$ cat src/rtl/core/sli_pkg.sv
// Package for the sorted list block: opcodes, status codes, field widths and
// the command and status structures between controller and datapath.
// No dependencies.
`default_nettype none

package sli_pkg;

  localparam int CAPACITY_DEF = 16;
  localparam int VALUE_W      = 32;
  localparam int OPCODE_W     = 2;
  localparam int STATUS_W     = 2;
  localparam int ENTRY_W      = 5;

  localparam logic [OPCODE_W-1:0] OP_INSERT = 2'd0;
  localparam logic [OPCODE_W-1:0] OP_DELETE = 2'd1;
  localparam logic [OPCODE_W-1:0] OP_DUMP   = 2'd2;

  localparam logic [STATUS_W-1:0] ST_OK        = 2'd0;
  localparam logic [STATUS_W-1:0] ST_NOT_FOUND = 2'd1;
  localparam logic [STATUS_W-1:0] ST_FULL      = 2'd2;
  localparam logic [STATUS_W-1:0] ST_EMPTY     = 2'd3;

  typedef struct packed {
    logic ins;
    logic del;
    logic rot;
    logic clr_idx;
    logic load_op;
    logic load_dump;
    logic load_empty;
  } sli_cmd_t;

  typedef struct packed {
    logic count_zero;
    logic dump_last;
  } sli_sts_t;

endpackage

`default_nettype wire

$ cat src/rtl/core/sli_in_if.sv
// Input channel of the sorted list block: valid, ready, opcode and value.
// Depends on sli_pkg.
`default_nettype none

interface sli_in_if;
  logic                                valid;
  logic                                ready;
  logic [sli_pkg::OPCODE_W-1:0]        opcode;
  logic signed [sli_pkg::VALUE_W-1:0]  value;

  modport source (output valid, output opcode, output value, input ready);
  modport sink (input valid, input opcode, input value, output ready);
endinterface

`default_nettype wire

$ cat src/rtl/core/sli_out_if.sv
// Result channel of the sorted list block: valid, ready and the result fields.
// Depends on sli_pkg.
`default_nettype none

interface sli_out_if;
  logic                                valid;
  logic                                ready;
  logic signed [sli_pkg::VALUE_W-1:0]  result_value;
  logic [sli_pkg::STATUS_W-1:0]        status;
  logic [sli_pkg::ENTRY_W-1:0]         entry_count;
  logic                                last;

  modport source (output valid, output result_value, output status, output entry_count,
                  output last, input ready);
  modport sink (input valid, input result_value, input status, input entry_count,
                input last, output ready);
endinterface

`default_nettype wire

$ cat src/rtl/core/sli_datapath.sv
// Datapath of the sorted list: the row of entry cells with compare-and-shift
// for insert and delete, rotation for dumps, and the result register.
// Depends on sli_pkg.
`default_nettype none

module sli_datapath #(
  parameter int CAPACITY = sli_pkg::CAPACITY_DEF
) (
  input  wire logic                               clk,
  input  wire logic                               rst_n,
  input  wire sli_pkg::sli_cmd_t                  cmd,
  input  wire logic signed [sli_pkg::VALUE_W-1:0] value,
  output sli_pkg::sli_sts_t                       sts,
  output logic signed [sli_pkg::VALUE_W-1:0]      res_value,
  output logic [sli_pkg::STATUS_W-1:0]            res_status,
  output logic [sli_pkg::ENTRY_W-1:0]             res_count,
  output logic                                    res_last
);

  localparam int CW = $clog2(CAPACITY + 1);
  localparam int IW = (CAPACITY > 1) ? $clog2(CAPACITY) : 1;
  localparam int VW = sli_pkg::VALUE_W;
  localparam int EW = sli_pkg::ENTRY_W;

  logic signed [VW-1:0] cells_r   [CAPACITY];
  logic signed [VW-1:0] cells_nxt [CAPACITY];
  logic [CW-1:0]        count_r, count_nxt;
  logic [IW-1:0]        idx_r, idx_nxt;
  logic [CW-1:0]        last_pos;
  logic [CAPACITY-1:0]  gt, hit;
  logic                 full, found;
  logic [sli_pkg::STATUS_W-1:0] op_status;

  assign last_pos = count_r - CW'(1);
  assign full     = (count_r == CW'(CAPACITY));
  assign found    = hit[CAPACITY-1];

  always_comb begin
    for (int i = 0; i < CAPACITY; i++) begin
      gt[i]  = (CW'(i) < count_r) && (value > cells_r[i]);
      hit[i] = (CW'(i) < count_r) && (value == cells_r[i]);
      if (i > 0) begin
        hit[i] = hit[i] | hit[i-1];
      end
    end
  end

  always_comb begin
    cells_nxt = cells_r;
    count_nxt = count_r;
    if (cmd.ins && !full) begin
      for (int i = 0; i < CAPACITY; i++) begin
        if (!gt[i]) begin
          if (i == 0) begin
            cells_nxt[i] = value;
          end else if (gt[i-1]) begin
            cells_nxt[i] = value;
          end else begin
            cells_nxt[i] = cells_r[i-1];
          end
        end
      end
      count_nxt = count_r + CW'(1);
    end
    if (cmd.del && found) begin
      for (int i = 0; i < CAPACITY - 1; i++) begin
        if (hit[i]) begin
          cells_nxt[i] = cells_r[i+1];
        end
      end
      count_nxt = count_r - CW'(1);
    end
    if (cmd.rot) begin
      for (int i = 0; i < CAPACITY - 1; i++) begin
        cells_nxt[i] = (CW'(i) == last_pos) ? cells_r[0] : cells_r[i+1];
      end
      if (CW'(CAPACITY - 1) == last_pos) begin
        cells_nxt[CAPACITY-1] = cells_r[0];
      end
    end
  end

  always_comb begin
    idx_nxt = idx_r;
    if (cmd.clr_idx) begin
      idx_nxt = '0;
    end else if (cmd.rot) begin
      idx_nxt = idx_r + IW'(1);
    end
  end

  always_comb begin
    op_status = sli_pkg::ST_OK;
    if (cmd.ins && full) begin
      op_status = sli_pkg::ST_FULL;
    end else if (cmd.del && !found) begin
      op_status = sli_pkg::ST_NOT_FOUND;
    end
  end

  assign sts.count_zero = (count_r == '0);
  assign sts.dump_last  = (CW'(idx_r) == last_pos);

  always_ff @(posedge clk) begin
    if (!rst_n) begin
      count_r <= '0;
      idx_r   <= '0;
    end else begin
      count_r <= count_nxt;
      idx_r   <= idx_nxt;
    end
  end

  always_ff @(posedge clk) begin
    cells_r <= cells_nxt;
    if (cmd.load_op) begin
      res_value  <= value;
      res_status <= op_status;
      res_count  <= EW'(count_nxt);
      res_last   <= 1'b1;
    end else if (cmd.load_dump) begin
      res_value  <= cells_r[0];
      res_status <= sli_pkg::ST_OK;
      res_count  <= EW'(count_r);
      res_last   <= sts.dump_last;
    end else if (cmd.load_empty) begin
      res_value  <= '0;
      res_status <= sli_pkg::ST_EMPTY;
      res_count  <= '0;
      res_last   <= 1'b1;
    end
  end

`ifndef NO_ASSERTIONS
  a_count_bound: assert property (@(posedge clk) disable iff (!rst_n)
    count_r <= CW'(CAPACITY))
    else $error("Entry count exceeds the capacity.");

  a_insert_grows: assert property (@(posedge clk) disable iff (!rst_n)
    cmd.ins && !full |=> count_r == $past(count_r) + CW'(1))
    else $error("Insert into a list with room did not add an entry.");

  a_delete_shrinks: assert property (@(posedge clk) disable iff (!rst_n)
    cmd.del && found |=> count_r == $past(count_r) - CW'(1))
    else $error("Delete of a stored value did not remove an entry.");

  a_rot_alone: assert property (@(posedge clk) disable iff (!rst_n)
    cmd.rot |-> !cmd.ins && !cmd.del && !sts.count_zero)
    else $error("Rotation overlaps an update or runs on an empty list.");
`endif

endmodule

`default_nettype wire

$ cat src/rtl/core/sli_ctrl.sv
// Controller of the sorted list: accepts words, sequences dumps one entry a
// cycle unless stalled and keeps the result's valid flag. Depends on sli_pkg.
`default_nettype none

module sli_ctrl (
  input  wire logic                          clk,
  input  wire logic                          rst_n,
  input  wire logic                          in_valid,
  input  wire logic [sli_pkg::OPCODE_W-1:0]  in_opcode,
  output logic                               in_ready,
  output logic                               out_valid,
  input  wire logic                          out_ready,
  input  wire sli_pkg::sli_sts_t             sts,
  output sli_pkg::sli_cmd_t                  cmd
);

  typedef enum logic {S_IDLE, S_DUMP} state_t;

  state_t state_r, state_nxt;
  logic   out_valid_r, out_valid_nxt;
  logic   free;

  assign free      = !out_valid_r || out_ready;
  assign out_valid = out_valid_r;

  always_comb begin
    state_nxt = state_r;
    cmd       = '0;
    in_ready  = 1'b0;
    case (state_r)
      S_IDLE: begin
        in_ready = free;
        if (in_valid && free) begin
          case (in_opcode)
            sli_pkg::OP_INSERT: begin
              cmd.ins     = 1'b1;
              cmd.load_op = 1'b1;
            end
            sli_pkg::OP_DELETE: begin
              cmd.del     = 1'b1;
              cmd.load_op = 1'b1;
            end
            sli_pkg::OP_DUMP: begin
              if (sts.count_zero) begin
                cmd.load_empty = 1'b1;
              end else begin
                cmd.clr_idx = 1'b1;
                state_nxt   = S_DUMP;
              end
            end
            default: begin
            end
          endcase
        end
      end
      S_DUMP: begin
        if (free) begin
          cmd.load_dump = 1'b1;
          cmd.rot       = 1'b1;
          if (sts.dump_last) begin
            state_nxt = S_IDLE;
          end
        end
      end
      default: begin
        state_nxt = S_IDLE;
      end
    endcase
    out_valid_nxt = (cmd.load_op || cmd.load_dump || cmd.load_empty) ? 1'b1
                                                                     : (out_valid_r && !out_ready);
  end

  always_ff @(posedge clk) begin
    if (!rst_n) begin
      state_r     <= S_IDLE;
      out_valid_r <= 1'b0;
    end else begin
      state_r     <= state_nxt;
      out_valid_r <= out_valid_nxt;
    end
  end

`ifndef NO_ASSERTIONS
  a_no_overwrite: assert property (@(posedge clk) disable iff (!rst_n)
    out_valid_r && !out_ready |-> !(cmd.load_op || cmd.load_dump || cmd.load_empty))
    else $error("Result register loaded while a word is still waiting.");

  a_one_load: assert property (@(posedge clk) disable iff (!rst_n)
    $onehot0({cmd.load_op, cmd.load_dump, cmd.load_empty}))
    else $error("More than one result source selected.");

  a_dump_blocks: assert property (@(posedge clk) disable iff (!rst_n)
    cmd.clr_idx |=> !in_ready)
    else $error("Input accepted while a dump is in progress.");
`endif

endmodule

`default_nettype wire

$ cat src/rtl/core/sorted_list_insert_delete.sv
// Sorted list of up to CAPACITY signed 32-bit values held in ascending order.
// Insert and delete are compare-and-shift over all cells at once, so one such
// word is taken every cycle while the result register can drain; the result is
// registered and appears in the cycle after acceptance. A dump clears the
// index, then returns one entry a cycle while the output drains, as the cell
// row rotates back to its original order, and takes no input meanwhile; an
// empty dump returns one word. Unused opcode 3 is taken and ignored.
// Depends on sli_pkg, sli_in_if, sli_out_if, sli_ctrl and sli_datapath.
`default_nettype none

module sorted_list_insert_delete #(
  parameter int CAPACITY = sli_pkg::CAPACITY_DEF
) (
  input  wire logic  clk,
  input  wire logic  rst_n,
  sli_in_if.sink     in_ch,
  sli_out_if.source  out_ch
);

  sli_pkg::sli_cmd_t cmd;
  sli_pkg::sli_sts_t sts;

  sli_ctrl u_ctrl (
    .clk       (clk),
    .rst_n     (rst_n),
    .in_valid  (in_ch.valid),
    .in_opcode (in_ch.opcode),
    .in_ready  (in_ch.ready),
    .out_valid (out_ch.valid),
    .out_ready (out_ch.ready),
    .sts       (sts),
    .cmd       (cmd)
  );

  sli_datapath #(
    .CAPACITY (CAPACITY)
  ) u_datapath (
    .clk        (clk),
    .rst_n      (rst_n),
    .cmd        (cmd),
    .value      (in_ch.value),
    .sts        (sts),
    .res_value  (out_ch.result_value),
    .res_status (out_ch.status),
    .res_count  (out_ch.entry_count),
    .res_last   (out_ch.last)
  );

endmodule

`default_nettype wire
$ cat src/flat_wrapper.sv
// flat-port wrapper written by rule: the top's interface ports become plain ports
module sorted_list_insert_delete_flat 
#(
  parameter int CAPACITY = sli_pkg::CAPACITY_DEF
)
  (clk, rst_n, in_ch_valid, in_ch_opcode, in_ch_value, in_ch_ready, out_ch_valid, out_ch_result_value, out_ch_status, out_ch_entry_count, out_ch_last, out_ch_ready);
  sli_in_if in_ch_i ();
  sli_out_if out_ch_i ();
  input  wire logic clk;
  input  wire logic rst_n;
  input wire logic [$bits(in_ch_i.valid)-1:0] in_ch_valid;
  input wire logic [$bits(in_ch_i.opcode)-1:0] in_ch_opcode;
  input wire logic [$bits(in_ch_i.value)-1:0] in_ch_value;
  output wire logic [$bits(in_ch_i.ready)-1:0] in_ch_ready;
  output wire logic [$bits(out_ch_i.valid)-1:0] out_ch_valid;
  output wire logic [$bits(out_ch_i.result_value)-1:0] out_ch_result_value;
  output wire logic [$bits(out_ch_i.status)-1:0] out_ch_status;
  output wire logic [$bits(out_ch_i.entry_count)-1:0] out_ch_entry_count;
  output wire logic [$bits(out_ch_i.last)-1:0] out_ch_last;
  input wire logic [$bits(out_ch_i.ready)-1:0] out_ch_ready;
  assign in_ch_i.valid = in_ch_valid;
  assign in_ch_i.opcode = in_ch_opcode;
  assign in_ch_i.value = in_ch_value;
  assign in_ch_ready = in_ch_i.ready;
  assign out_ch_valid = out_ch_i.valid;
  assign out_ch_result_value = out_ch_i.result_value;
  assign out_ch_status = out_ch_i.status;
  assign out_ch_entry_count = out_ch_i.entry_count;
  assign out_ch_last = out_ch_i.last;
  assign out_ch_i.ready = out_ch_ready;
  sorted_list_insert_delete #(.CAPACITY(CAPACITY)) u_core (.clk(clk), .rst_n(rst_n), .in_ch(in_ch_i), .out_ch(out_ch_i));
endmodule
$ cat config.mk
export PLATFORM = sky130hd
export DESIGN_NAME = sorted_list_insert_delete_flat
export DESIGN_NICKNAME = d
export VERILOG_FILES = /design/src/rtl/core/sli_pkg.sv /design/src/rtl/core/sli_in_if.sv /design/src/rtl/core/sli_out_if.sv /design/src/rtl/core/sli_datapath.sv /design/src/rtl/core/sli_ctrl.sv /design/src/rtl/core/sorted_list_insert_delete.sv /design/src/flat_wrapper.sv
export SDC_FILE = /design/constraint.sdc
export NUM_CORES = 2
export LEC_CHECK = 0
export ABC_AREA = 0
export BUFFER_PORTS_ARGS = -buffer_cell sky130_fd_sc_hd__buf_2
export CORE_ASPECT_RATIO = 1.5
export CORE_MARGIN = 1
export CORE_UTILIZATION = 69
export CTS_CLUSTER_DIAMETER = 80
export DETAILED_ROUTE_END_ITERATION = 12
export PLACE_DENSITY_LB_ADDON = 0.3
export SYNTH_ARGS = -nofsm -noshare
export SYNTH_HDL_FRONTEND = slang
export SYNTH_SLANG_ARGS = --single-unit
$ cat constraint.sdc
create_clock -name clk -period 7.6 [get_ports clk]
set_clock_uncertainty 0.15 [all_clocks]
set_input_delay 0.76 -clock clk [delete_from_list [all_inputs] [get_ports clk]]
set_output_delay 0.76 -clock clk [all_outputs]
set_load 0.005 [all_outputs]
==> metrics.txt, run 1 <==
library cell with the largest summed area after synthesis=dfxtp_1; overflow left after global routing=2; wire length of the first global-routing pass=~330 mm; Top Ports=80; number of different library cells in the post-synthesis netlist=87; pin count of the biggest net entering global routing=65; share of Yosys cell area claimed by the top area cell type=0.2231; total number of yosys warnings=0; effective utilization at floorplan=0.6971; Global Route Usage Sum=0.6865; x dimension of the die=approximately 210 um; number of sinks on the clock net=between 500 and 600; Synth Area per Inst=approximately 8 um2; Netlist Area Pre-Place=0.04415 mm2; stage at which the run stopped=global routing (5_1_grt); number of enable-type register cells in the synthesized netlist=71; number of standard cells after synthesis=~5400; number of core rows=between 100 and 150; vias in the first global route=approximately 49000; gpl congestion=1.151; root buffer cell=clkbuf_16; synthesis-stage register bit count=563; number of buffers inserted during clock tree synthesis=57; share of synthesized flip-flops with an asynchronous set or reset=0; standard cell area after detailed placement=about 0.045 mm2; post-CTS setup buffer count=0; prevailing post-synth register cell=dfxtp_1; number of H-tree levels=2; Area contributors post-synth=dfxtp_1 22%, ha_1 15%, mux2i_1 8.1%; portion of the post-synthesis area used by sequential elements=0.2714; Error=[ERROR GRT-0116] Global routing finished with congestion. Check the congestion regions in the DRC Viewer.; maximum root-to-sink buffer count=3; # port buffers=just under 80; Post-Place Setup Slack=~1700 ps; number of nets produced by synthesis=between 5000 and 6000; # resized after CTS=0; count of hold buffers inserted by post-cts repair=0; Chip Height=~310 um; detailed placer's ending HPWL=roughly 150 mm; run status=stopped before the end
## logic make-up after synthesis
| kind of cell | after synthesis | share of synthesized area |
|---|---|---|
| AO/OA/AOI/OAI | 1775 | 0.2909 |
| XOR/XNOR | 12 | 0.002380 |
| adder cells (fa/ha/maj) | 519 | 0.1471 |
| buffers and inverters | 956 | 0.08278 |
| flip-flops | 563 | 0.2714 |
| multiplexers | 363 | 0.08246 |
| AND/OR/NAND/NOR | 1179 | 0.1230 |
## per-stage QoR
stage / utilization / cells
floorplan: - / 5367
global placement: 0.7177 / 6008
detailed placement: 0.7177 / 6008
CTS: 0.7477 / 6114
## cells in the mapped netlist (all sizes together), types with 39 or more instances
library cell	count
a2111oi	40
a211oi	162
a21o	67
a21oi	328
a221oi	102
a222oi	64
a31oi	39
buf	69
clkbuf	330
dfxtp	492
edfxtp	71
ha	519
inv	556
mux2i	360
nand2	403
nand3	58
nand4	126
nor2	356
nor3	62
o211ai	62
o21a	89
o21ai	214
o221a	95
o22a	98
o22ai	169
## per-layer routing
metal	GRT overflow	GRT usage
met1	0	0.7152
met2	1	0.9127
met3	0	0.4072
met4	1	0.7117
met5	0	0.08321
==> run 2, diff against run 1 <==
CORE_ASPECT_RATIO = unset   (was 1.5)
CORE_UTILIZATION = 40   (was 69)
CTS_CLUSTER_DIAMETER = unset   (was 80)
PLACE_DENSITY_LB_ADDON = 0.15   (was 0.3)
==> run 2 against run 1 <==
The run now ends clean. Synthesized cell count unchanged. Area after synthesis unchanged.
==> metrics.txt, run 2 <==
final instance count without filler cells=~6800; library cell appearing most often on the critical path=buf_4; critical-path cell with the highest stage delay=nor3_2; number of search-and-repair iterations in the first detailed-routing pass=7; library cell with the largest summed area after synthesis=dfxtp_1 (unchanged); Global Route Usage Sum=0.2978; most frequent cells in the layout=553 x inv_1, 519 x ha_1, 492 x dfxtp_1, 399 x nand2_1, 356 x mux2i_1; end point of the most critical hold path=u_core.u_ctrl.state_r$_SDFF_PN0_; share of synthesized flip-flops with an asynchronous set or reset=0 (unchanged); total core area=~0.11 mm2; number of sinks on the clock net=563 (unchanged); register with the most flip-flops=u_core.u_datapath.cells_r; x dimension of the die=334.2 um (was 208.5 um); Final min period=roughly 5500 ps; startpoint type of the worst setup path=flip-flop; Top Registers=u_core.u_datapath.cells_r: 512 flops, u_core.u_datapath.res_value: 32 flops; layout net count=5823; routed wire length=between 150 and 200 mm; initial antenna violation count=2; synthesis-stage register bit count=563 (unchanged); number of standard cells after synthesis=5367 (unchanged); total number of yosys warnings=0 (unchanged); remaining antenna violation count after routing=0; met3 Use GR=0.03926; most frequent cell after synthesis=inv_1 (unchanged); Max-Slew Margin vs Limit=0.1135; Post-Route Setup TNS=0 ps; worst setup path category=flip-flop to flip-flop; detailed placer's ending HPWL=133.1 mm (was 150.7 mm); number of enable-type register cells in the synthesized netlist=71 (unchanged); standard cell area after detailed placement=0.04619 mm2 (was 0.04546 mm2); count of hold buffers inserted by post-cts repair=0 (unchanged); maximum VDD drop=0.1793 mV; insertion delay to the later sink of the worst-skew pair=~650 ps; overflow left after global routing=0; share of Yosys cell area claimed by the top area cell type=0.2231 (unchanged); number of core rows=121 (was 113); clock tree from TritonCTS=done; portion of the post-synthesis area used by sequential elements=0.2714 (unchanged); gpl congestion=1.017 (was 1.151); count of final hold-check violations=0; root buffer cell=clkbuf_16 (unchanged); number of remaining DRC errors=0; CP max stage delay=1100 ps; worst min path class=input port to flip-flop; number of endpoints failing setup at the final stage=0; sequential share of power=0.363; Top Ports=80 (unchanged); part of the total power dissipated in combinational logic=0.398; number of buffers inserted during clock tree synthesis=71 (was 57); met1 capacity usage during global routing=0.4132; startpoint of the tightest hold check path=rst_n; number of H-tree levels=3 (was 2); effective utilization at floorplan=0.4045 (was 0.6971); vias in the first global route=40500; endpoint type of the worst setup path=flip-flop; switching portion of total power=0.4095; Netlist Area Pre-Place=0.04415 mm2 (unchanged); count of cells along the worst hold path=3; # port buffers=79 (unchanged); # resized after CTS=0 (unchanged); maximum root-to-sink buffer count=3 (unchanged); post-CTS setup buffer count=0 (unchanged); upper clock frequency limit=around 180 MHz; post-placement cell count=6669 (was 6008); Pleak=~23 nW; Pint=8.468 mW; run status=completed (was stopped before the end); pin count of the biggest net entering global routing=65; wire length of the first global-routing pass=~260 mm; unrepaired setup endpoints after global routing=no; number of different library cells in the post-synthesis netlist=87 (unchanged); fraction of final layout cells sized beyond drive strength 1=0.08551; pins over their slew limit=0; routed wire length per instance=between 20 and 30 um; WP data arrival=5890 ps; part of the power in the clock network=0.240; cell area power density=just under 300 mW/mm2; max_cap viols=0; launch instance of the worst register-to-register path=u_core.u_datapath.count_r[2]$_SDFF_PN0_; final period utilization=0.7302; depth of the worst register-to-register path=10; total vias in the final route=~42000; Via-to-Cell Ratio=between 6 and 7; number of nets produced by synthesis=5924 (unchanged); Area contributors post-synth=dfxtp_1 22%, ha_1 15%, mux2i_1 8.1% (unchanged); clock-pin slew reported for the worst setup and hold paths after clock tree synthesis=around 60 ps; Synth Area per Inst=8.227 um2 (unchanged); most common cell after layout, fill and taps aside=inv_1; required time of the critical path=7940 ps; final design instance area without fill=~0.048 mm2; ranking of synthesized cells by instance count=554 x inv_1, 519 x ha_1, 492 x dfxtp_1 (unchanged); max FFs per register=512; Die Area=about 0.11 mm2; layout overhead on the synthesized area=9.808%; Net Switching=5.873 mW; critical path cell sequence=nor3_2 -> nand2_1 -> nand4_1 -> o21ai_1 -> a2111oi_4 -> a41o_1 -> buf_4 -> nor3b_4 -> buf_4 -> a221oi_1; Chip Height=334.2 um (was 311.8 um); First DRT Iteration DRCs=4343; GRT busiest layer=met2; prevailing post-synth register cell=dfxtp_1 (unchanged); reg-to-reg critical path endpoint=u_core.u_datapath.cells_r[39]$_DFF_P_; setup slack on the worst flop-to-flop path=just over 2000 ps; maximum fanout count along the critical path=33; Least-Margin Pin Slew=1327 ps; met2 track utilization from global routing=0.4661
==> run 2: cell counts after synthesis <==
Identical to the previous run, type by type.
==> run 2: power groups by stage <==
stage                     clock [mW]  combinational [mW]  sequential (mW)
after floorplan                    0                4.04             4.76
after global placement             0                5.49             5.17
after detailed placement           0                5.60             5.19
after CTS                       3.50                5.63             5.13
after global routing            3.61                6.35             5.31
final                           3.44                5.70             5.20
==> run 2: per-layer routing <==
layer,up-vias,share of wire
met5,-,0
met4,0,0.039
met3,262,0.065
met2,1623,0.44
met1,20370,0.46
li1,19940,-
==> run 2: area by class of cell <==
cell class / count / area (um2)
fillers: 10890 / 60670
multi-input cells: 3848 / 28780
flip-flops and latches: 563 / 11980
clock buffers: 102 / 2097
inverters: 557 / 2091
well taps: 1476 / 1847
repair buffers: 225 / 1491
clock inverters: 26 / 190.2
diodes: 1 / 2.502
==> run 2: critical path: cells and delay by family (launching register included) <==
family / cells / cell delay, ps
AND/OR/NAND/NOR: 4 / 2330
AO/OA/AOI/OAI: 4 / 1430
buffers and inverters: 2 / 820
flip-flops: 1 / 620
==> run 2: worst max-delay path by stage <==
stage               depth (start not counted)  slack, ps                                      from                                      to
global placement                           15       1960                            in_ch_value[0]  u_core.u_datapath.cells_r[168]$_DFF_P_
finish                                     10       2050   u_core.u_datapath.count_r[2]$_SDFF_PN0_   u_core.u_datapath.cells_r[39]$_DFF_P_
floorplan                                  13       3690                            in_ch_value[0]  u_core.u_datapath.cells_r[130]$_DFF_P_
global route                               10       2170   u_core.u_datapath.count_r[2]$_SDFF_PN0_   u_core.u_datapath.cells_r[39]$_DFF_P_
detailed placement                         15       1950                            in_ch_value[0]  u_core.u_datapath.cells_r[165]$_DFF_P_
CTS                                        12       2530  u_core.u_datapath.cells_r[492]$_DFFE_PP_   u_core.u_datapath.cells_r[40]$_DFF_P_
==> run 2: cells by family after synthesis <==
kind of cell,Yosys count,share of synthesized area
AOI/OAI and AO/OA,1775,0.2909
xor gates and xnor gates,12,0.002380
adders and majority gates,519,0.1471
buffers and inverters,956,0.08278
DFF,563,0.2714
muxes,363,0.08246
and+or+nand+nor,1179,0.1230
==> run 2: metrics by stage <==
stage	util	power, mW	hold slack [ps]	setup slack (ps)
CTS	0.4441	14.26	225.9	2531
floorplan	-	8.798	317.5	3691
global route	0.4441	15.27	277.6	2166
finish	0.4442	14.34	277.0	2051
global placement	0.4232	10.66	343.2	1962
detailed placement	0.4232	10.79	346.2	1950
Power figures use the tool's default switching activity.
